## config.mk

```make
export PLATFORM = sky130hd
export DESIGN_NAME = rtf_to_text_filter_top
export DESIGN_NICKNAME = d
export VERILOG_FILES = /design/src/rtf_txt_pkg.sv /design/src/rtf_txt_parser.sv /design/src/rtf_to_text_filter_top.sv
export SDC_FILE = /design/constraint.sdc
export NUM_CORES = 1
export LEC_CHECK = 0
export BUFFER_PORTS_ARGS = -buffer_cell sky130_fd_sc_hd__clkbuf_2
export CORE_MARGIN = 10
export CORE_UTILIZATION = 63
export DETAILED_ROUTE_END_ITERATION = 12
export PLACE_DENSITY = 0.81
export SLEW_MARGIN = 20
export SYNTH_ARGS = -nofsm -noshare
export SYNTH_HDL_FRONTEND = slang
export SYNTH_HIERARCHICAL = 1
export SYNTH_SLANG_ARGS = --single-unit
```

## constraint.sdc

```tcl
create_clock -name clk_i -period 5.8 [get_ports clk_i]
set_input_delay 1.16 -clock clk_i [delete_from_list [all_inputs] [get_ports clk_i]]
set_output_delay 1.16 -clock clk_i [all_outputs]
set_load 0.03 [all_outputs]
```

## src/rtf_txt_pkg.sv

```systemverilog
`default_nettype none

package rtf_txt_pkg;

  localparam int unsigned NEST_BITS_DEF = 8;

  // results one document byte can cause
  localparam int unsigned MAX_EMIT = 5;
  localparam int unsigned CNT_W    = $clog2(MAX_EMIT + 1);

  localparam int unsigned HEAD_LEN = 5;
  localparam int unsigned KW_COUNT = 7;
  localparam int unsigned KW_QUOTE = 4;
  localparam int unsigned KW_TAB   = 5;
  localparam int unsigned KW_PAR   = 6;

  typedef enum logic [2:0] {
    MODE_HEADER,
    MODE_PASS,
    MODE_TEXT,
    MODE_ESCAPE,
    MODE_GROUP,
    MODE_END_PASS,
    MODE_END_RTF
  } mode_e;

  localparam logic [7:0] CH_NUL    = 8'h00;
  localparam logic [7:0] CH_TAB    = 8'h09;
  localparam logic [7:0] CH_LF     = 8'h0a;
  localparam logic [7:0] CH_SPACE  = 8'h20;
  localparam logic [7:0] CH_BSLASH = 8'h5c;
  localparam logic [7:0] CH_LBRACE = 8'h7b;
  localparam logic [7:0] CH_RBRACE = 8'h7d;
  localparam logic [7:0] CH_UPPER_A = 8'h41;

  // document header {\rtf
  localparam logic [7:0] HEAD_TEXT [HEAD_LEN] = '{8'h7b, 8'h5c, 8'h72, 8'h74, 8'h66};

  // control words matched after a backslash, zero padded
  localparam logic [7:0] KW_TEXT [KW_COUNT][16] = '{
    '{0:"f", 1:"o", 2:"n", 3:"t", 4:"t", 5:"b", 6:"l", default:8'h00},
    '{0:"f", 1:"i", 2:"l", 3:"e", 4:"t", 5:"b", 6:"l", default:8'h00},
    '{0:"c", 1:"o", 2:"l", 3:"o", 4:"r", 5:"t", 6:"b", 7:"l", default:8'h00},
    '{0:"s", 1:"t", 2:"y", 3:"l", 4:"e", 5:"s", 6:"h", 7:"e", 8:"e", 9:"t",
      default:8'h00},
    '{0:"'", 1:"a", 2:"0", default:8'h00},
    '{0:"t", 1:"a", 2:"b", default:8'h00},
    '{0:"p", 1:"a", 2:"r", default:8'h00}
  };

  localparam logic [3:0] KW_LEN [KW_COUNT] = '{4'd7, 4'd7, 4'd8, 4'd10, 4'd3, 4'd3, 4'd3};

  // bytes one document byte produces, handed to the result register
  typedef struct packed {
    logic [MAX_EMIT-1:0][7:0] bytes;
    logic [CNT_W-1:0]         cnt;
    logic                     rtf;
  } emit_t;

endpackage

`default_nettype wire

```

## src/rtf_txt_parser.sv

```systemverilog
`default_nettype none

module rtf_txt_parser #(
  parameter int unsigned NEST_BITS = rtf_txt_pkg::NEST_BITS_DEF
) (
  input  wire logic               clk_i,
  input  wire logic               rst_ni,
  input  wire logic               step_i,
  input  wire logic [7:0]         byte_i,
  input  wire logic               last_i,
  output rtf_txt_pkg::emit_t      emit_o
);

  localparam int unsigned KWN = rtf_txt_pkg::KW_COUNT;

  rtf_txt_pkg::mode_e   mode_q, mode_n, mode_d;
  logic [2:0]           hc_q, hc_n, hc_d, hc_inc;
  logic [3:0]           wp_q, wp_n, wp_d, wp_inc;
  logic [KWN-1:0]       alive_q, alive_n, alive_d;
  logic [NEST_BITS-1:0] nest_q, nest_n, nest_d, nest_dec;

  logic [KWN-1:0] kw_hit;
  logic [KWN-1:0] kw_done;
  logic           grp_done, quote_done, tab_done, par_done;
  logic           head_match, esc_literal;

  assign hc_inc     = hc_q + 3'd1;
  assign wp_inc     = (wp_q == 4'hf) ? wp_q : wp_q + 4'd1;
  assign nest_dec   = (nest_q != '0) ? nest_q - NEST_BITS'(1) : nest_q;
  assign head_match = (hc_q < 3'(rtf_txt_pkg::HEAD_LEN))
                   && (byte_i == rtf_txt_pkg::HEAD_TEXT[hc_q]);
  assign esc_literal = (wp_q == 4'd0)
                    && (byte_i == rtf_txt_pkg::CH_LBRACE || byte_i == rtf_txt_pkg::CH_RBRACE
                     || byte_i == rtf_txt_pkg::CH_BSLASH || byte_i == rtf_txt_pkg::CH_TAB
                     || byte_i == rtf_txt_pkg::CH_LF);

  // candidate control words, one comparator each
  always_comb begin
    for (int k = 0; k < KWN; k++) begin
      kw_hit[k] = alive_q[k] && (wp_q < rtf_txt_pkg::KW_LEN[k])
               && ((byte_i == rtf_txt_pkg::KW_TEXT[k][wp_q])
                || (k == rtf_txt_pkg::KW_QUOTE && wp_q == 4'd1
                    && byte_i == rtf_txt_pkg::CH_UPPER_A));
      kw_done[k] = kw_hit[k] && ((5'(wp_q) + 5'd1) == 5'(rtf_txt_pkg::KW_LEN[k]));
    end
  end

  assign grp_done   = |kw_done[rtf_txt_pkg::KW_QUOTE-1:0];
  assign quote_done = kw_done[rtf_txt_pkg::KW_QUOTE];
  assign tab_done   = kw_done[rtf_txt_pkg::KW_TAB];
  assign par_done   = kw_done[rtf_txt_pkg::KW_PAR];

  // next state
  always_comb begin
    mode_n  = mode_q;
    hc_n    = hc_q;
    wp_n    = wp_q;
    alive_n = alive_q;
    nest_n  = nest_q;
    case (mode_q)
      rtf_txt_pkg::MODE_HEADER: begin
        if (head_match) begin
          hc_n = hc_inc;
          if (hc_inc == 3'(rtf_txt_pkg::HEAD_LEN)) begin
            // header read as an unknown control word
            mode_n  = rtf_txt_pkg::MODE_ESCAPE;
            alive_n = '0;
            wp_n    = 4'd3;
          end
        end else if (byte_i != rtf_txt_pkg::CH_NUL) begin
          mode_n = rtf_txt_pkg::MODE_PASS;
        end else begin
          mode_n = rtf_txt_pkg::MODE_END_PASS;
        end
      end
      rtf_txt_pkg::MODE_PASS: begin
        if (byte_i == rtf_txt_pkg::CH_NUL) mode_n = rtf_txt_pkg::MODE_END_PASS;
      end
      rtf_txt_pkg::MODE_TEXT: begin
        if (byte_i == rtf_txt_pkg::CH_NUL) begin
          mode_n = rtf_txt_pkg::MODE_END_RTF;
        end else if (byte_i == rtf_txt_pkg::CH_BSLASH) begin
          mode_n  = rtf_txt_pkg::MODE_ESCAPE;
          wp_n    = 4'd0;
          alive_n = '1;
        end
      end
      rtf_txt_pkg::MODE_ESCAPE: begin
        if (byte_i == rtf_txt_pkg::CH_NUL) begin
          mode_n = rtf_txt_pkg::MODE_END_RTF;
        end else if (esc_literal || byte_i == rtf_txt_pkg::CH_SPACE) begin
          mode_n = rtf_txt_pkg::MODE_TEXT;
        end else if (byte_i == rtf_txt_pkg::CH_BSLASH) begin
          wp_n    = 4'd0;
          alive_n = '1;
        end else if (grp_done) begin
          mode_n  = rtf_txt_pkg::MODE_GROUP;
          nest_n  = NEST_BITS'(1);
          alive_n = '0;
        end else if (quote_done) begin
          mode_n  = rtf_txt_pkg::MODE_TEXT;
          alive_n = '0;
        end else begin
          alive_n = (tab_done || par_done) ? '0 : kw_hit;
          wp_n    = wp_inc;
        end
      end
      rtf_txt_pkg::MODE_GROUP: begin
        if (byte_i == rtf_txt_pkg::CH_NUL) begin
          mode_n = rtf_txt_pkg::MODE_END_RTF;
        end else if (byte_i == rtf_txt_pkg::CH_LBRACE) begin
          if (nest_q != '1) nest_n = nest_q + NEST_BITS'(1);
        end else if (byte_i == rtf_txt_pkg::CH_RBRACE) begin
          nest_n = nest_dec;
          if (nest_dec == '0) mode_n = rtf_txt_pkg::MODE_TEXT;
        end
      end
      default: begin
        mode_n = mode_q;
      end
    endcase
  end

  // end of document puts everything back to the reset state
  always_comb begin
    if (last_i) begin
      mode_d  = rtf_txt_pkg::MODE_HEADER;
      hc_d    = 3'd0;
      wp_d    = 4'd0;
      alive_d = '0;
      nest_d  = '0;
    end else begin
      mode_d  = mode_n;
      hc_d    = hc_n;
      wp_d    = wp_n;
      alive_d = alive_n;
      nest_d  = nest_n;
    end
  end

  // emitted bytes
  always_comb begin
    emit_o = '0;
    for (int i = 0; i < rtf_txt_pkg::HEAD_LEN - 1; i++) begin
      emit_o.bytes[i] = rtf_txt_pkg::HEAD_TEXT[i];
    end
    case (mode_q)
      rtf_txt_pkg::MODE_HEADER: begin
        if (head_match) begin
          // short document: held header bytes go out as they are
          if (last_i && hc_inc < 3'(rtf_txt_pkg::HEAD_LEN)) emit_o.cnt = hc_inc;
        end else if (byte_i != rtf_txt_pkg::CH_NUL) begin
          emit_o.bytes[hc_q] = byte_i;
          emit_o.cnt         = hc_inc;
        end else begin
          emit_o.cnt = hc_q;
        end
      end
      rtf_txt_pkg::MODE_PASS: begin
        if (byte_i != rtf_txt_pkg::CH_NUL) begin
          emit_o.bytes[0] = byte_i;
          emit_o.cnt      = 3'd1;
        end
      end
      rtf_txt_pkg::MODE_TEXT: begin
        if (byte_i != rtf_txt_pkg::CH_NUL && byte_i != rtf_txt_pkg::CH_BSLASH
            && byte_i != rtf_txt_pkg::CH_LBRACE && byte_i != rtf_txt_pkg::CH_RBRACE
            && byte_i != rtf_txt_pkg::CH_LF) begin
          emit_o.bytes[0] = byte_i;
          emit_o.cnt      = 3'd1;
        end
      end
      rtf_txt_pkg::MODE_ESCAPE: begin
        if (byte_i == rtf_txt_pkg::CH_NUL) begin
          emit_o.cnt = 3'd0;
        end else if (esc_literal) begin
          emit_o.bytes[0] = byte_i;
          emit_o.cnt      = 3'd1;
        end else if (byte_i == rtf_txt_pkg::CH_SPACE || byte_i == rtf_txt_pkg::CH_BSLASH
                     || grp_done) begin
          emit_o.cnt = 3'd0;
        end else if (quote_done) begin
          emit_o.bytes[0] = rtf_txt_pkg::CH_SPACE;
          emit_o.cnt      = 3'd1;
        end else if (tab_done) begin
          emit_o.bytes[0] = rtf_txt_pkg::CH_TAB;
          emit_o.cnt      = 3'd1;
        end else if (par_done) begin
          emit_o.bytes[0] = rtf_txt_pkg::CH_LF;
          emit_o.cnt      = 3'd1;
        end
      end
      default: begin
        emit_o.cnt = 3'd0;
      end
    endcase
    emit_o.rtf = (mode_n == rtf_txt_pkg::MODE_TEXT) || (mode_n == rtf_txt_pkg::MODE_ESCAPE)
              || (mode_n == rtf_txt_pkg::MODE_GROUP) || (mode_n == rtf_txt_pkg::MODE_END_RTF);
  end

  always_ff @(posedge clk_i or negedge rst_ni) begin
    if (!rst_ni) begin
      mode_q  <= rtf_txt_pkg::MODE_HEADER;
      hc_q    <= 3'd0;
      wp_q    <= 4'd0;
      alive_q <= '0;
      nest_q  <= '0;
    end else if (step_i) begin
      mode_q  <= mode_d;
      hc_q    <= hc_d;
      wp_q    <= wp_d;
      alive_q <= alive_d;
      nest_q  <= nest_d;
    end
  end

endmodule

`default_nettype wire

```

## src/rtf_to_text_filter_top.sv

```systemverilog
// channel  | direction | handshake                   | payload
// ---------+-----------+-----------------------------+------------------------------------
// in       | input     | in_valid_i / in_stall_o     | in_byte_i, in_last_i
// res      | output    | res_valid_o / res_stall_i   | out_byte_o, out_valid_o,
//          |           |                             | out_last_o, is_rtf_o
//
// a byte is registered on its transfer and parsed from the input register once the
// result register is free, which takes its results; one byte per cycle when res is not
// stalled and each byte gives at most one result; a byte giving more (up to 5, header
// bytes flushed on a mismatch) holds the result register until all have transferred
// rst_ni clears the parser state, the input register valid and the result register valid
// a stall on res holds the result register, which then stalls in once a byte is waiting

`default_nettype none

module rtf_to_text_filter_top #(
  parameter int unsigned NEST_BITS = rtf_txt_pkg::NEST_BITS_DEF
) (
  input  wire logic       clk_i,
  input  wire logic       rst_ni,
  input  wire logic       in_valid_i,
  output logic            in_stall_o,
  input  wire logic [7:0] in_byte_i,
  input  wire logic       in_last_i,
  output logic            res_valid_o,
  input  wire logic       res_stall_i,
  output logic [7:0]      out_byte_o,
  output logic            out_valid_o,
  output logic            out_last_o,
  output logic            is_rtf_o
);

  localparam int unsigned CW = rtf_txt_pkg::CNT_W;

  // input register
  logic       in_valid_q, in_valid_d;
  logic [7:0] in_byte_q;
  logic       in_last_q;
  logic       in_xfer;

  // result register: every byte one document byte produced, drained one per transfer
  rtf_txt_pkg::emit_t emit;
  rtf_txt_pkg::emit_t bnd_q, bnd_d;
  logic               bnd_valid_q, bnd_valid_d;
  logic               bnd_last_q;
  logic               bnd_empty_q;
  logic [CW-1:0]      idx_q, idx_d;
  logic               bnd_load, bnd_done, bnd_free;
  logic               res_xfer, step;

  assign res_xfer = bnd_valid_q && !res_stall_i;
  assign bnd_done = res_xfer && (idx_q == bnd_q.cnt - CW'(1));
  assign bnd_free = !bnd_valid_q || bnd_done;

  // parse the waiting byte when its results have a place to go
  assign step       = in_valid_q && bnd_free;
  assign in_stall_o = in_valid_q && !bnd_free;
  assign in_xfer    = in_valid_i && !in_stall_o;

  rtf_txt_parser #(
    .NEST_BITS(NEST_BITS)
  ) u_parser (
    .clk_i  (clk_i),
    .rst_ni (rst_ni),
    .step_i (step),
    .byte_i (in_byte_q),
    .last_i (in_last_q),
    .emit_o (emit)
  );

  // a last byte with nothing to say still gets one empty result carrying the last flag
  assign bnd_load = step && ((emit.cnt != '0) || in_last_q);

  always_comb begin
    bnd_d = emit;
    if (emit.cnt == '0) bnd_d.cnt = CW'(1);
  end

  always_comb begin
    in_valid_d = in_valid_q;
    if (in_xfer) begin
      in_valid_d = 1'b1;
    end else if (step) begin
      in_valid_d = 1'b0;
    end
  end

  always_comb begin
    bnd_valid_d = bnd_valid_q;
    idx_d       = idx_q;
    if (bnd_load) begin
      bnd_valid_d = 1'b1;
      idx_d       = '0;
    end else if (bnd_done) begin
      bnd_valid_d = 1'b0;
    end else if (res_xfer) begin
      idx_d = idx_q + CW'(1);
    end
  end

  always_ff @(posedge clk_i or negedge rst_ni) begin
    if (!rst_ni) begin
      in_valid_q  <= 1'b0;
      bnd_valid_q <= 1'b0;
      idx_q       <= '0;
    end else begin
      in_valid_q  <= in_valid_d;
      bnd_valid_q <= bnd_valid_d;
      idx_q       <= idx_d;
    end
  end

  // payload registers, no reset
  always_ff @(posedge clk_i) begin
    if (in_xfer) begin
      in_byte_q <= in_byte_i;
      in_last_q <= in_last_i;
    end
    if (bnd_load) begin
      bnd_q       <= bnd_d;
      bnd_last_q  <= in_last_q;
      bnd_empty_q <= (emit.cnt == '0);
    end
  end

  assign res_valid_o = bnd_valid_q;
  assign out_byte_o  = bnd_empty_q ? 8'h00 : bnd_q.bytes[idx_q];
  assign out_valid_o = !bnd_empty_q;
  assign out_last_o  = bnd_last_q && (idx_q == bnd_q.cnt - CW'(1));
  assign is_rtf_o    = bnd_q.rtf;

  // drain index stays inside the stored results
  a_idx_in_range: assert property (@(posedge clk_i) disable iff (!rst_ni)
    bnd_valid_q |-> (idx_q < bnd_q.cnt))
    else $error("result index past stored count");

  // a byte waiting on a busy result register is kept as it was
  a_in_hold: assert property (@(posedge clk_i) disable iff (!rst_ni)
    (in_valid_q && in_stall_o) |=> (in_valid_q && $stable(in_byte_q) && $stable(in_last_q)))
    else $error("stalled input byte lost or changed");

  // an empty result only ever stands alone as the end of a document
  a_empty_is_last: assert property (@(posedge clk_i) disable iff (!rst_ni)
    (bnd_valid_q && !out_valid_o) |-> (out_last_o && idx_q == '0))
    else $error("empty result that does not close the document");

endmodule

`default_nettype wire
```

; Word-level counts from Yosys, hierarchy flattened
; Memory sizes are Yosys's and may differ from the RTL's.
; Cells that the tools add are included.
[word_totals]
reg_bits = 85
romBits = 960
out_inout_bits = 13
elab_cells = 281
memories = 8
[op_classes]
n_addsub = 7
magnitude_cmp = 11
eq_ne = 51
n_mux = 100
bitwise = 7
n_reduce_logical = 78
[mem_list]
columns = name, words, word_bits, rd, rd_ports_with_merged_regs, write_ports, line_no
row1 = (name not given), 16, 8, 1, 0, 0, rtf_txt_parser.sv:41  ; && ((byte_i == rtf_txt_pkg::KW_TEXT[k][wp_q])
row2 = (name not given), 16, 8, 1, 0, 0, rtf_txt_parser.sv:41
row3 = (name not given), 16, 8, 1, 0, 0, rtf_txt_parser.sv:41
row4 = (name not given), 16, 8, 1, 0, 0, rtf_txt_parser.sv:41
row5 = (name not given), 16, 8, 1, 0, 0, rtf_txt_parser.sv:41
row6 = (name not given), 16, 8, 1, 0, 0, rtf_txt_parser.sv:41
row7 = +2 memories, --, --, --, --, --, --
[ops]
columns = cell, n
row1 = 8-bit two-way mux, 33
row2 = 3-bit two-way mux, 27
row3 = 7-bit two-way mux, 11
row4 = 8-bit equality test, 8
row5 = 11-bit two-way mux, 4
row6 = 4-bit two-way mux, 11
row7 = 1-bit logical AND, 37
row8 = 8-bit by 7-bit equality test with 1-bit output (second input constant), 4
row9 = 8-bit one-hot mux with 4 select lines, 1
row10 = 8-bit binary-select mux with 3-bit select, 1
row11 = 8-bit demux with 3-bit select, 1
row12 = 8-bit by 7-bit != test with 1-bit output (second input constant), 3
row13 = 22-bit AND, 1
row14 = 7-bit one-hot mux with 3 select lines, 1
row15 = 10-bit two-way mux, 2
row16 = 18-bit NOT, 1
row17 = 18-bit OR, 1
row18 = 8-bit by 4-bit equality test with 1-bit output (second input constant), 2
row19 = 8-bit logical NOT, 2
row20 = 4-bit != test (second input constant), 4
row21 = 8-bit one-hot mux with 2 select lines, 1
row22 = 8-bit nonzero test, 2
row23 = 3-bit != test (second input constant), 5
row24 = 3-bit one-hot mux with 5 select lines, 1
row25 = 49 further kinds, 90

; Logic depth before layout (Yosys ltp)
; Gate-level depths: netlist of the first run.
[depth]
ltp_word = 19
ltp_mapped = 15
depth_no_buf = 13

; Hierarchy
; Netlist of the first run, hierarchy kept.
[by_module_without_submodules]
columns = mod, instances, cells_each, area_each_um2, seq_area_each_um2
row1 = rtf_txt_parser, 1, 590, 4095.2, 625.6
row2 = rtf_to_text_filter_top, 1, 121, 2323.5, 1776.7

; Least setup slack after synthesis of the first run
; No wires, ideal clock.
[synth_path]
path_kind = register -> register
startpoint = reg u_parser.wp_q[1]
endpoint = reg bnd_empty_q (enable)
setup_time_ns = 0.423
arrival_time_ns = 3.928
setup_slack_ns = 1.449
path_stages_with_launch = 14
path_buffers = 2
cell_sequence = dfrtp_1 clkbuf_1 inv_1 ha_1 clkbuf_1 nor3b_1 or3_1 a21oi_1 o211ai_1 nand2_1 o21ai_0 o311ai_0 o41ai_1 a21oi_2
[synth_rtl]
columns = element, line_no
row1 = "start, declared", rtf_txt_parser.sv:18  ; logic [3:0] wp_q, wp_n, wp_d, wp_inc;
row2 = "start signal, assigned", rtf_txt_parser.sv:211  ; wp_q <= wp_d;
row3 = "end signal, assigned", rtf_to_text_filter_top.sv:122  ; bnd_empty_q <= (emit.cnt == '0);
row4 = "end, declared", rtf_to_text_filter_top.sv:46  ; logic bnd_empty_q;

==> flow_summary.json, run 1 <==
{
  "post_cts_resized": 0,
  "wl_per_cell_um": 19.77,
  "path_cells": "inv_1, ha_1, nor3b_1, or3_1, a21oi_1, o211ai_1, nand2_1, o21ai_0, o311ai_0, o41ai_1, a21oi_4, buf_4",
  "p_switching_w": 0.001606,
  "fp-row-count": 36,
  "slowest_delay_ns": 0.59,
  "synth.most_common_cell": "nor2_1",
  "via_count": 5621,
  "worstPathMaxFanout": 47,
  "die_h_um": 120.9,
  "switching_share_pct": 47.37,
  "cts_sinks": 85,
  "internal_power_w": 0.001785,
  "post_cts_buffers": 0,
  "core_region_area_mm2": 0.009864,
  "vdd_drop_max_uv": 302.1,
  "critPathKind": "flip-flop to flip-flop",
  "cts_buffers": 9,
  "r2r_slack_ns": 1.60,
  "ys.flop_type": "edfxtp_1",
  "comb_power_share_pct": 51.6,
  "mappedNetlistArea_mm2": 0.006419,
  "cts_tree": "yes",
  "drt_first_pass_iters": 6,
  "clkTransAtPathRegs_ns": 0.10,
  "via_per_inst": 6.780,
  "drc": 0,
  "pin_count": 26,
  "grt-ovfl-total": 0,
  "synth.area.top_cells": "edfxtp_1 26%, dfrtp_1 12%, nor2_1 3.4%",
  "max_freq_ghz": 0.2384,
  "timing.rr.start": "u_parser/wp_q[1]$_DFFE_PN0P_",
  "grt_pass1_vias": 5296,
  "grt_max_degree": 48,
  "yosysUniqueCellTypes": 87,
  "holdPathStages": 2,
  "synth_edf_count": 55,
  "cap_viol_max_count": 0,
  "clk_latency_ns": 0.37,
  "whs_endpoint": "u_parser/alive_q[6]$_DFFE_PN0P_",
  "hold_buffers": 0,
  "tightest_slew_ns": 0.9775,
  "place.gp.congestion": 1.026,
  "finalSetupViolations": 0,
  "arrival_ns": 4.26,
  "worstHoldStart": "u_parser/alive_q[6]$_DFFE_PN0P_",
  "wirelength_um": 16390,
  "rsz0062_at_grt": "no",
  "grt_first_pass_wirelength_um": 26650,
  "worstReg2RegEnd": "bnd_q[26]$_DFFE_PP_",
  "power_frac_clock_pct": 12.6,
  "area_growth_pct": 3.704,
  "clock_skew_ns": 0.01431,
  "synth_warnings": 6,
  "crit_slowest_cell": "dfrtp_1",
  "required_ns": 5.86,
  "synth.cells.most_frequent": "58 x nor2_1, 55 x edfxtp_1, 55 x nand2_1",
  "p_total_w": 0.003391,
  "port_buffers": 25,
  "die_x_um": 120.9,
  "start_util_pct": 65.07,
  "synthCells": 711,
  "finalHoldViolations": 0,
  "drv_slew": 0,
  "p_per_area_mw_per_mm2": 509.4,
  "async_flop_share_pct": 35.29,
  "cts.path.max_buffers": 2,
  "ys_seq_elements": 85,
  "grt_usage_pct": 22.24,
  "place_hpwl_um": 11520,
  "hold_class": "flip-flop to flip-flop",
  "ys_seq_area_share_pct": 37.43,
  "synth.avg_cell_area_um2": 9.028,
  "final_nets": 720,
  "critPathLaunch": "u_parser/wp_q[1]$_DFFE_PN0P_",
  "antenna_found_initial": 0,
  "min_period_ns": 4.196,
  "startpoint_type": "flip-flop",
  "slew_headroom_pct": 33.15,
  "power_frac_seq_pct": 35.8,
  "synth_top_area_share_pct": 25.73,
  "cts_root_buf": "clkbuf_8",
  "outcome": "completed",
  "drt_iter0_markers": 859,
  "end_kind": "flip-flop",
  "power.leakage_nw": 2.491,
  "synth.largest_area_cell": "edfxtp_1",
  "drive_above_1_share_pct": 11.64,
  "dieArea_mm2": 0.01463,
  "synth_nets": 740,
  "fin_setup_tns_ns": 0,
  "r2r_cells": 12,
  "htreeDepth": 3,
  "num_antenna_cells": 0,
  "ant_nets": 0,
  "finalCritPeriodShare_pct": 72.34
}
## per-stage QoR
step           cells  util (%)  setup slack (ns)  hold slack (ns)  instance area (um2)
6_report         829     67.48             1.605           0.5122                 6656
3_5_place_dp     813     65.45             1.749           0.4820                 6456
4_1_cts          829     67.48             1.722           0.5052                 6656
3_3_place_gp     813     65.45             1.949           0.4844                 6456
5_1_grt          829     67.48             1.205           0.5397                 6656
2_1_floorplan    711         -             1.449           0.4481                 6419
## flip-flops by register name (all words and copies together) (netlist names)
name / count
u_parser/nest_q: 8
in_last_q: 1
u_parser/hc_q: 3
u_parser/alive_q: 7
u_parser/mode_q: 3
is_rtf_o: 1
u_parser/wp_q: 4
in_valid_q: 1
bnd_q: 43
bnd_last_q: 1
bnd_empty_q: 1
in_byte_q: 8
res_valid_o: 1
idx_q: 3
## power groups by stage
stage / Clock, W / Sequential, W / Combinational [W]
after global placement: 0 / 0.00120 / 0.00167
after detailed placement: 0 / 0.00122 / 0.00172
after global routing: 0.000453 / 0.00125 / 0.00192
final: 0.000427 / 0.00121 / 0.00175
after CTS: 0.000432 / 0.00121 / 0.00173
after floorplan: 0 / 0.00102 / 0.00150
## routing by layer
| metal | global-route usage, % | part of all wire (%) | wire [um] | up-vias |
|---|---|---|---|---|
| li1 | - | - | - | 2607 |
| met1 | 28.52 | 40 | 6568 | 2649 |
| met2 | 36.02 | 47 | 7753 | 321 |
| met3 | 3.630 | 9.6 | 1574 | 44 |
| met4 | 10.26 | 3.0 | 490 | 0 |
| met5 | 0 | 0 | 0 | - |
## worst max path at each step
stage | endpoint | slack [ns] | cells past startpoint
floorplan | bnd_empty_q$_DFFE_PP_ | 1.45 | 13
global placement | bnd_q[14]$_DFFE_PP_ | 1.95 | 12
detailed placement | bnd_q[22]$_DFFE_PP_ | 1.75 | 12
CTS | bnd_q[37]$_DFFE_PP_ | 1.72 | 12
global route | bnd_q[37]$_DFFE_PP_ | 1.20 | 12
finish | bnd_q[26]$_DFFE_PP_ | 1.60 | 12
## layout make-up
cell class                      count  area (um2)
Fill cell                         773        3208
Sequential cell                    85        2402
Multi-Input combinational cell    541        3638
Tap cell                          133       166.4
Inverter                           25       93.84
Timing Repair Buffer               29       155.1
Clock inverter                      6       51.30
Clock buffer                       10       148.9
## cells in the final DEF, fill, tap and decap left out, drive strengths merged, types with 14 or more instances in the layout
| cell type | synthesis | final |
|---|---|---|
| clkbuf | 30 | 35 |
| nor2b | 21 | 21 |
| a21oi | 30 | 30 |
| inv | 24 | 28 |
| ha | 16 | 16 |
| nor3 | 28 | 28 |
| nor4 | 14 | 14 |
| nor2 | 59 | 59 |
| edfxtp | 55 | 55 |
| nand3 | 16 | 16 |
| and3 | 16 | 16 |
| nand2 | 56 | 56 |
| dfrtp | 30 | 30 |
| and2 | 17 | 17 |
| o21ai | 44 | 44 |
| nand2b | 16 | 16 |
## worst max-delay path: cells and delay by family (launching register included)
kind	cells	cell delay, ns
DFF	1	0.59
buffers and inverters	2	0.56
and+or+nand+nor	3	0.78
AOI/OAI and AO/OA	6	1.54
adders and majority gates	1	0.39
## cells by family after synthesis
family / synth area share (%)
mux: 4.659
compound gates: 19.77
buf+inv: 6.004
flops: 37.43
xor+xnor: 3.236
fa+ha+maj: 3.119
simple gates: 25.79
Power figures use the tool's default switching activity.
==> inputs of run 2 (changes only) <==
--- a/config.mk
+++ b/config.mk
@@ -5,11 +5,12 @@
 export SDC_FILE = /design/constraint.sdc
 export NUM_CORES = 1
 export LEC_CHECK = 0
+export ABC_AREA = 1
 export BUFFER_PORTS_ARGS = -buffer_cell sky130_fd_sc_hd__clkbuf_2
 export CORE_MARGIN = 10
-export CORE_UTILIZATION = 63
+export CORE_UTILIZATION = 64
 export DETAILED_ROUTE_END_ITERATION = 12
-export PLACE_DENSITY = 0.81
+export PLACE_DENSITY = 0.82
 export SLEW_MARGIN = 20
 export SYNTH_ARGS = -nofsm -noshare
 export SYNTH_HDL_FRONTEND = slang
==> constraint.sdc (replaced) <==
create_clock -name clk_i -period 4.3 [get_ports clk_i]
set_input_delay 0.86 -clock clk_i [delete_from_list [all_inputs] [get_ports clk_i]]
set_output_delay 0.86 -clock clk_i [all_outputs]
set_load 0.03 [all_outputs]
==> run 2 against run 1 <==
Against the previous run:
- largest cell class unchanged
- sequential share of layout area down 3.5 points
- area after synthesis is 8.6% higher
- synthesized cell count grew 43%
- clock power up 52%
- fmax rose by 6.7%
- critical path type unchanged
- final cell count grew 41%
- first-iteration DRC count decreased by 14%
==> flow_summary.json, run 2 <==
{
  "clock_skew_ns": 0.01241,
  "synth.most_common_cell": "nand2_1",
  "cts_sinks": 85,
  "ys_seq_area_share_pct": 34.45,
  "via_per_inst": 5.869,
  "hold_class": "flip-flop to flip-flop",
  "cts.path.max_buffers": 2,
  "synth_nets": 1045,
  "pin_count": 26,
  "r2r_slack_ns": 0.37,
  "synth_mux_area_share_pct": 0,
  "wl_per_cell_um": 16.36,
  "vdd_drop_max_uv": 513.5,
  "core_region_area_mm2": 0.01075,
  "yosys.area_share.simple_pct": 41.40,
  "synth_edf_count": 55,
  "start_util_pct": 64.89,
  "synth.avg_cell_area_um2": 6.863,
  "place.gp.congestion": 0.9962,
  "antenna_found_initial": 0,
  "timing.rr.start": "u_parser/wp_q[0]$_DFFE_PN0P_",
  "hold_buffers": 0,
  "arrival_ns": 4.00,
  "post_cts_buffers": 0,
  "grt_first_pass_wirelength_um": 32020,
  "synth-xor-area-share_pct": 1.507,
  "post_cts_resized": 0,
  "cts_tree": "yes",
  "yosysUniqueCellTypes": 51,
  "ys_seq_elements": 85,
  "endpoint": "bnd_q[14]$_DFFE_PP_",
  "end_kind": "flip-flop",
  "wirelength_um": 19170,
  "synth_compound_area_share_pct": 9.905,
  "min_period_ns": 3.931,
  "grt_max_degree": 31,
  "drc": 0,
  "dieArea_mm2": 0.01547,
  "power.leakage_nw": 3.480,
  "ys.flop_type": "edfxtp_1",
  "port_buffers": 25,
  "cts_buffers": 9,
  "die_h_um": 124.4,
  "slew_headroom_pct": 45.75,
  "final_nets": 1056,
  "fin_setup_tns_ns": 0,
  "max_freq_ghz": 0.2544,
  "worstPathMaxFanout": 28,
  "cts_root_buf": "clkbuf_8",
  "p_per_area_mw_per_mm2": 704.6,
  "num_antenna_cells": 0,
  "finalCritPeriodShare_pct": 91.42,
  "mappedNetlistArea_mm2": 0.006973,
  "tightest_slew_ns": 0.8119,
  "async_flop_share_pct": 35.29,
  "whs_ns": 0.4889,
  "drt_iter0_markers": 739,
  "synth_warnings": 6,
  "cap_viol_max_count": 0,
  "synthAdderAreaFrac_pct": 2.871,
  "synthCells": 1016,
  "largest-register": "bnd_q",
  "grt_pass1_vias": 6302,
  "synth_top_area_share_pct": 23.69,
  "grt_usage_pct": 24.61,
  "grt-ovfl-total": 0,
  "ant_nets": 0,
  "drive_above_1_share_pct": 12.69,
  "synth.largest_area_cell": "edfxtp_1",
  "largestRegisters": "bnd_q (43), in_byte_q (8), u_parser/nest_q (8)",
  "finalSetupViolations": 0,
  "rsz0062_at_grt": "no",
  "fp-row-count": 38,
  "final_common_cell": "nand2_1",
  "critPathLaunch": "u_parser/wp_q[0]$_DFFE_PN0P_",
  "r2r_cells": 20,
  "area_growth_pct": 5.616,
  "place_hpwl_um": 14470,
  "startpoint_type": "flip-flop",
  "htreeDepth": 3,
  "clkTransAtPathRegs_ns": 0.10,
  "drt_first_pass_iters": 6,
  "largest_register_ffs": 43,
  "drv_slew": 0,
  "synth.area.top_cells": "edfxtp_1 24%, nand2_1 16%, dfrtp_1 11%",
  "via_count": 6879,
  "outcome": "completed",
  "finalHoldViolations": 0,
  "required_ns": 4.37,
  "final_cell_mix": "290 x nand2_1, 139 x nor2_1, 97 x nand3_1, 92 x inv_1, 55 x edfxtp_1",
  "synth.cells.most_frequent": "290 x nand2_1, 139 x nor2_1, 97 x nand3_1",
  "clk_latency_ns": 0.37,
  "die_x_um": 124.4,
  "worstReg2RegEnd": "bnd_q[14]$_DFFE_PP_",
  "critPathKind": "flip-flop to flip-flop",
  "synth_top_family_by_area": "simple AND/OR/NAND/NOR gates"
}
[run 2: metrics by stage]
step	instances	total power, W	util, %	worst slack (ns)	area, um2
final	1172	0.005189	68.54	0.3688	7365
after global routing	1172	0.005644	68.54	0.04518	7365
after CTS	1172	0.005150	68.54	0.4215	7365
after detailed placement	1156	0.004489	66.40	0.4793	7134
after global placement	1155	0.004406	66.14	0.4463	7107
after floorplan	1016	0.003767	-	0.9344	6973
[run 2: cell type report]
cell class / instances / area, um2
clock buffers: 12 / 177.7
flip-flops and latches: 85 / 2402
repair buffers: 36 / 227.7
clock inverters: 4 / 52.55
well taps: 140 / 175.2
fillers: 959 / 3381
inverters: 117 / 446.7
multi-input cells: 778 / 3882
[run 2: how the worst min path moves through the flow]
stage / startpoint / end / slack [ns] / cells after the start
2_1_floorplan: in_last_q$_DFFE_PP_ / bnd_last_q$_DFFE_PP_ / 0.44 / 0
3_3_place_gp: u_parser/alive_q[1]$_DFFE_PN0P_ / u_parser/alive_q[1]$_DFFE_PN0P_ / 0.46 / 2
3_5_place_dp: u_parser/alive_q[1]$_DFFE_PN0P_ / u_parser/alive_q[1]$_DFFE_PN0P_ / 0.47 / 2
4_1_cts: u_parser/alive_q[1]$_DFFE_PN0P_ / u_parser/alive_q[1]$_DFFE_PN0P_ / 0.49 / 2
5_1_grt: u_parser/alive_q[1]$_DFFE_PN0P_ / u_parser/alive_q[1]$_DFFE_PN0P_ / 0.52 / 2
6_report: u_parser/alive_q[1]$_DFFE_PN0P_ / u_parser/alive_q[1]$_DFFE_PN0P_ / 0.49 / 2
[run 2: metal layers]
metal	vias up	global-route usage [%]	part of all wire, %
met4	0	9.184	2.7
met3	35	3.532	8.4
met1	3143	33.27	42
met5	-	0	0
met2	353	38.99	47
li1	3348	-	-
[run 2: cell families after synthesis]
kind of cell | Yosys count
xor+xnor | 12
compound gates | 125
buf+inv | 153
simple gates | 625
fa+ha+maj | 16
flops | 85
[run 2: report_power, final]
group	internal [W]	switching, W
sequential	0.00123	0.000296
combinational	0.000937	0.00208
clock	0.000341	0.000308
total	0.00251	0.00268
[run 2: critical path: stages (launching register included)]
cell,delay [ns]
dfrtp_1,0.60
inv_1,0.24
ha_1,0.37
nand2_2,0.17
inv_1,0.10
nand2_1,0.06
nand2_1,0.05
inv_1,0.05
nand3b_1,0.10
nor2_1,0.22
nand2_1,0.09
nand2_2,0.12
inv_1,0.05
nand3_1,0.07
nand2_1,0.06
nand3_1,0.12
nor3_1,0.09
nand2_1,0.11
inv_1,0.07
nor2_4,0.64
buf_16,0.24
==> inputs of run 3 (changes only) <==
--- a/config.mk
+++ b/config.mk
@@ -6,7 +6,7 @@
 export NUM_CORES = 1
 export LEC_CHECK = 0
 export ABC_AREA = 1
-export BUFFER_PORTS_ARGS = -buffer_cell sky130_fd_sc_hd__clkbuf_2
+export BUFFER_PORTS_ARGS = -buffer_cell sky130_fd_sc_hd__buf_4
 export CORE_MARGIN = 10
 export CORE_UTILIZATION = 64
 export DETAILED_ROUTE_END_ITERATION = 12
==> run 3 against run 2 <==
Against the previous run:
- register-to-register slack gained 0.27 ns
- wire length shrank 0.48%
- non-clock buffer count is the same
- via count grew 0.51%
- clock skew grew 0.0074 ns
- core utilization grew 0.34 points
- fmax grew 7.5%
- critical path depth shrank 3
- design area grew 0.49%
- setup slack gained 0.27 ns
- first-iteration DRC count grew 10%
==> flow_summary.json, run 3 (synthesis results as in run 2) <==
{
  "outcome": "completed",
  "largest-register": "bnd_q",
  "place.gp.congestion": 1.014,
  "place_hpwl_um": 14450,
  "via_per_inst": 5.899,
  "num_antenna_cells": 0,
  "arrival_ns": 3.73,
  "max_freq_ghz": 0.2734,
  "hold_class": "primary input to async pin",
  "p_per_area_mw_per_mm2": 696.6,
  "power.leakage_nw": 3.476,
  "critPathKind": "flip-flop to flip-flop",
  "tightest_slew_ns": 0.8224,
  "drt_first_pass_iters": 5,
  "final_nets": 1056,
  "fillCellCount": 927,
  "cts_buffers": 9,
  "internal_power_w": 0.002476,
  "wl_per_cell_um": 16.28,
  "slew_headroom_pct": 45.18,
  "grt_first_pass_wirelength_um": 31510,
  "pin_count": 26,
  "power_frac_seq_pct": 29.4,
  "grt_max_degree": 31,
  "hold_buffers": 0,
  "post_cts_resized": 0,
  "min_period_ns": 3.658,
  "dieArea_mm2": 0.01547,
  "grt-ovfl-total": 0,
  "post_cts_buffers": 0,
  "switching_share_pct": 51.98,
  "rsz0062_at_grt": "no",
  "via_count": 6914,
  "drc": 0,
  "clock_skew_ns": 0.01984,
  "drt_iter0_markers": 815,
  "startpoint_type": "flip-flop",
  "core_region_area_mm2": 0.01075,
  "final_cell_mix": "290 x nand2_1, 139 x nor2_1, 97 x nand3_1, 92 x inv_1, 55 x edfxtp_1",
  "finalHoldViolations": 0,
  "power_frac_clock_pct": 10.9,
  "htreeDepth": 3,
  "ant_nets": 0,
  "grt_usage_pct": 24.08,
  "instances_no_fill": 1172,
  "design_area_mm2": 0.007401,
  "cts.path.max_buffers": 2,
  "fin_setup_tns_ns": 0,
  "cts_sinks": 85,
  "largestRegisters": "bnd_q (43), in_byte_q (8), u_parser/nest_q (8)",
  "finalSetupViolations": 0,
  "vdd_drop_max_uv": 516.5,
  "largest_register_ffs": 43,
  "clkTransAtPathRegs_ns": 0.10,
  "fp-row-count": 38,
  "finalCritPeriodShare_pct": 85.07,
  "whs_ns": 0.4131,
  "start_util_pct": 64.89,
  "comb_power_share_pct": 59.7,
  "antenna_found_initial": 0,
  "required_ns": 4.37,
  "grt_pass1_vias": 6338,
  "cts_tree": "yes",
  "cap_viol_max_count": 0,
  "worstPathMaxFanout": 27,
  "final_common_cell": "nand2_1",
  "die_h_um": 124.4,
  "end_kind": "flip-flop",
  "wirelength_um": 19080,
  "die_x_um": 124.4,
  "dpl.cell_count": 1156,
  "drive_above_1_share_pct": 12.69,
  "p_switching_w": 0.002680,
  "cts_root_buf": "clkbuf_8",
  "port_buffers": 25,
  "drv_slew": 0,
  "clk_latency_ns": 0.37,
  "post_dp_cell_area_mm2": 0.007209,
  "area_growth_pct": 6.137
}
-- run 3: changes by cell type in the layout (fill, tap and decap cells not counted) --
cell	delta
buf_4	+24
buf_12	+1
clkbuf_16	-1
bufinv_16	-1
inv_4	+1
clkbuf_2	-25
clkinv_2	-1
clkinv_4	-2
clkinvlp_4	+2
inv_6	+2
-- run 3: routing by layer --
metal,share of wire (%),GRT usage [%],vias to the layer above
met3,9.2,4.681,63
met4,3.4,9.253,0
met1,42,31.54,3147
met5,0,0,-
met2,46,38.34,365
li1,-,-,3339
-- run 3: critical path: stages (launching register included) --
cell and delay [ns]:
dfrtp_1 0.59, inv_1 0.24, ha_1 0.37, o21ai_1 0.21
nor2_1 0.06, nor4_1 0.38, nand3_1 0.20, nand2_2 0.15
inv_1 0.05, nand3_1 0.07, nand2_1 0.07, nand3_1 0.11
nor3_1 0.09, nand2_1 0.11, inv_1 0.07, nor2_4 0.18
buf_12 0.21, buf_16 0.17
-- run 3: worst paths after layout --
check	startpoint	endpoint	slack [ns]	cells past startpoint
max	u_parser/wp_q[0]$_DFFE_PN0P_	bnd_q[24]$_DFFE_PP_	0.64	17
min	rst_ni	idx_q[0]$_DFFE_PN0P_	0.41	1
max reg2reg	u_parser/wp_q[0]$_DFFE_PN0P_	bnd_q[24]$_DFFE_PP_	0.64	17
min reg2reg	u_parser/alive_q[5]$_DFFE_PN0P_	u_parser/alive_q[5]$_DFFE_PN0P_	0.49	2
max in group asynchronous	rst_ni	u_parser/alive_q[3]$_DFFE_PN0P_	3.56	1
min in group clk_i	u_parser/alive_q[5]$_DFFE_PN0P_	u_parser/alive_q[5]$_DFFE_PN0P_	0.49	2
-- run 3: power by group through the flow --
stage          clock network [W]  logic (W)  registers [W]
3_3_place_gp                   0    0.00292        0.00153
3_5_place_dp                   0    0.00302        0.00153
4_1_cts                 0.000569    0.00303        0.00151
5_1_grt                 0.000610    0.00344        0.00156
6_report                0.000561    0.00308        0.00152
2_1_floorplan                  0    0.00239        0.00138
-- run 3: final cells by class --
type | instances | area, um2 | area share [%]
clock buffer | 11 | 152.6 | 2.063
clock inverter | 5 | 38.79 | 0.5241
inverter | 117 | 446.7 | 6.035
multi-input combinational | 778 | 3882 | 52.46
sequential | 85 | 2402 | 32.46
tap | 140 | 175.2 | 2.367
timing repair buffer | 36 | 302.8 | 4.091
-- run 3: stage by stage --
step                utilization [%]  power, W  worst slack, ns
finish                        68.88  0.005155           0.6419
global route                  68.88  0.005609           0.3536
CTS                           68.88  0.005115           0.7406
detailed placement            67.09  0.004549           0.7850
global placement              66.65  0.004447           0.4628
floorplan                         -  0.003767           0.9344
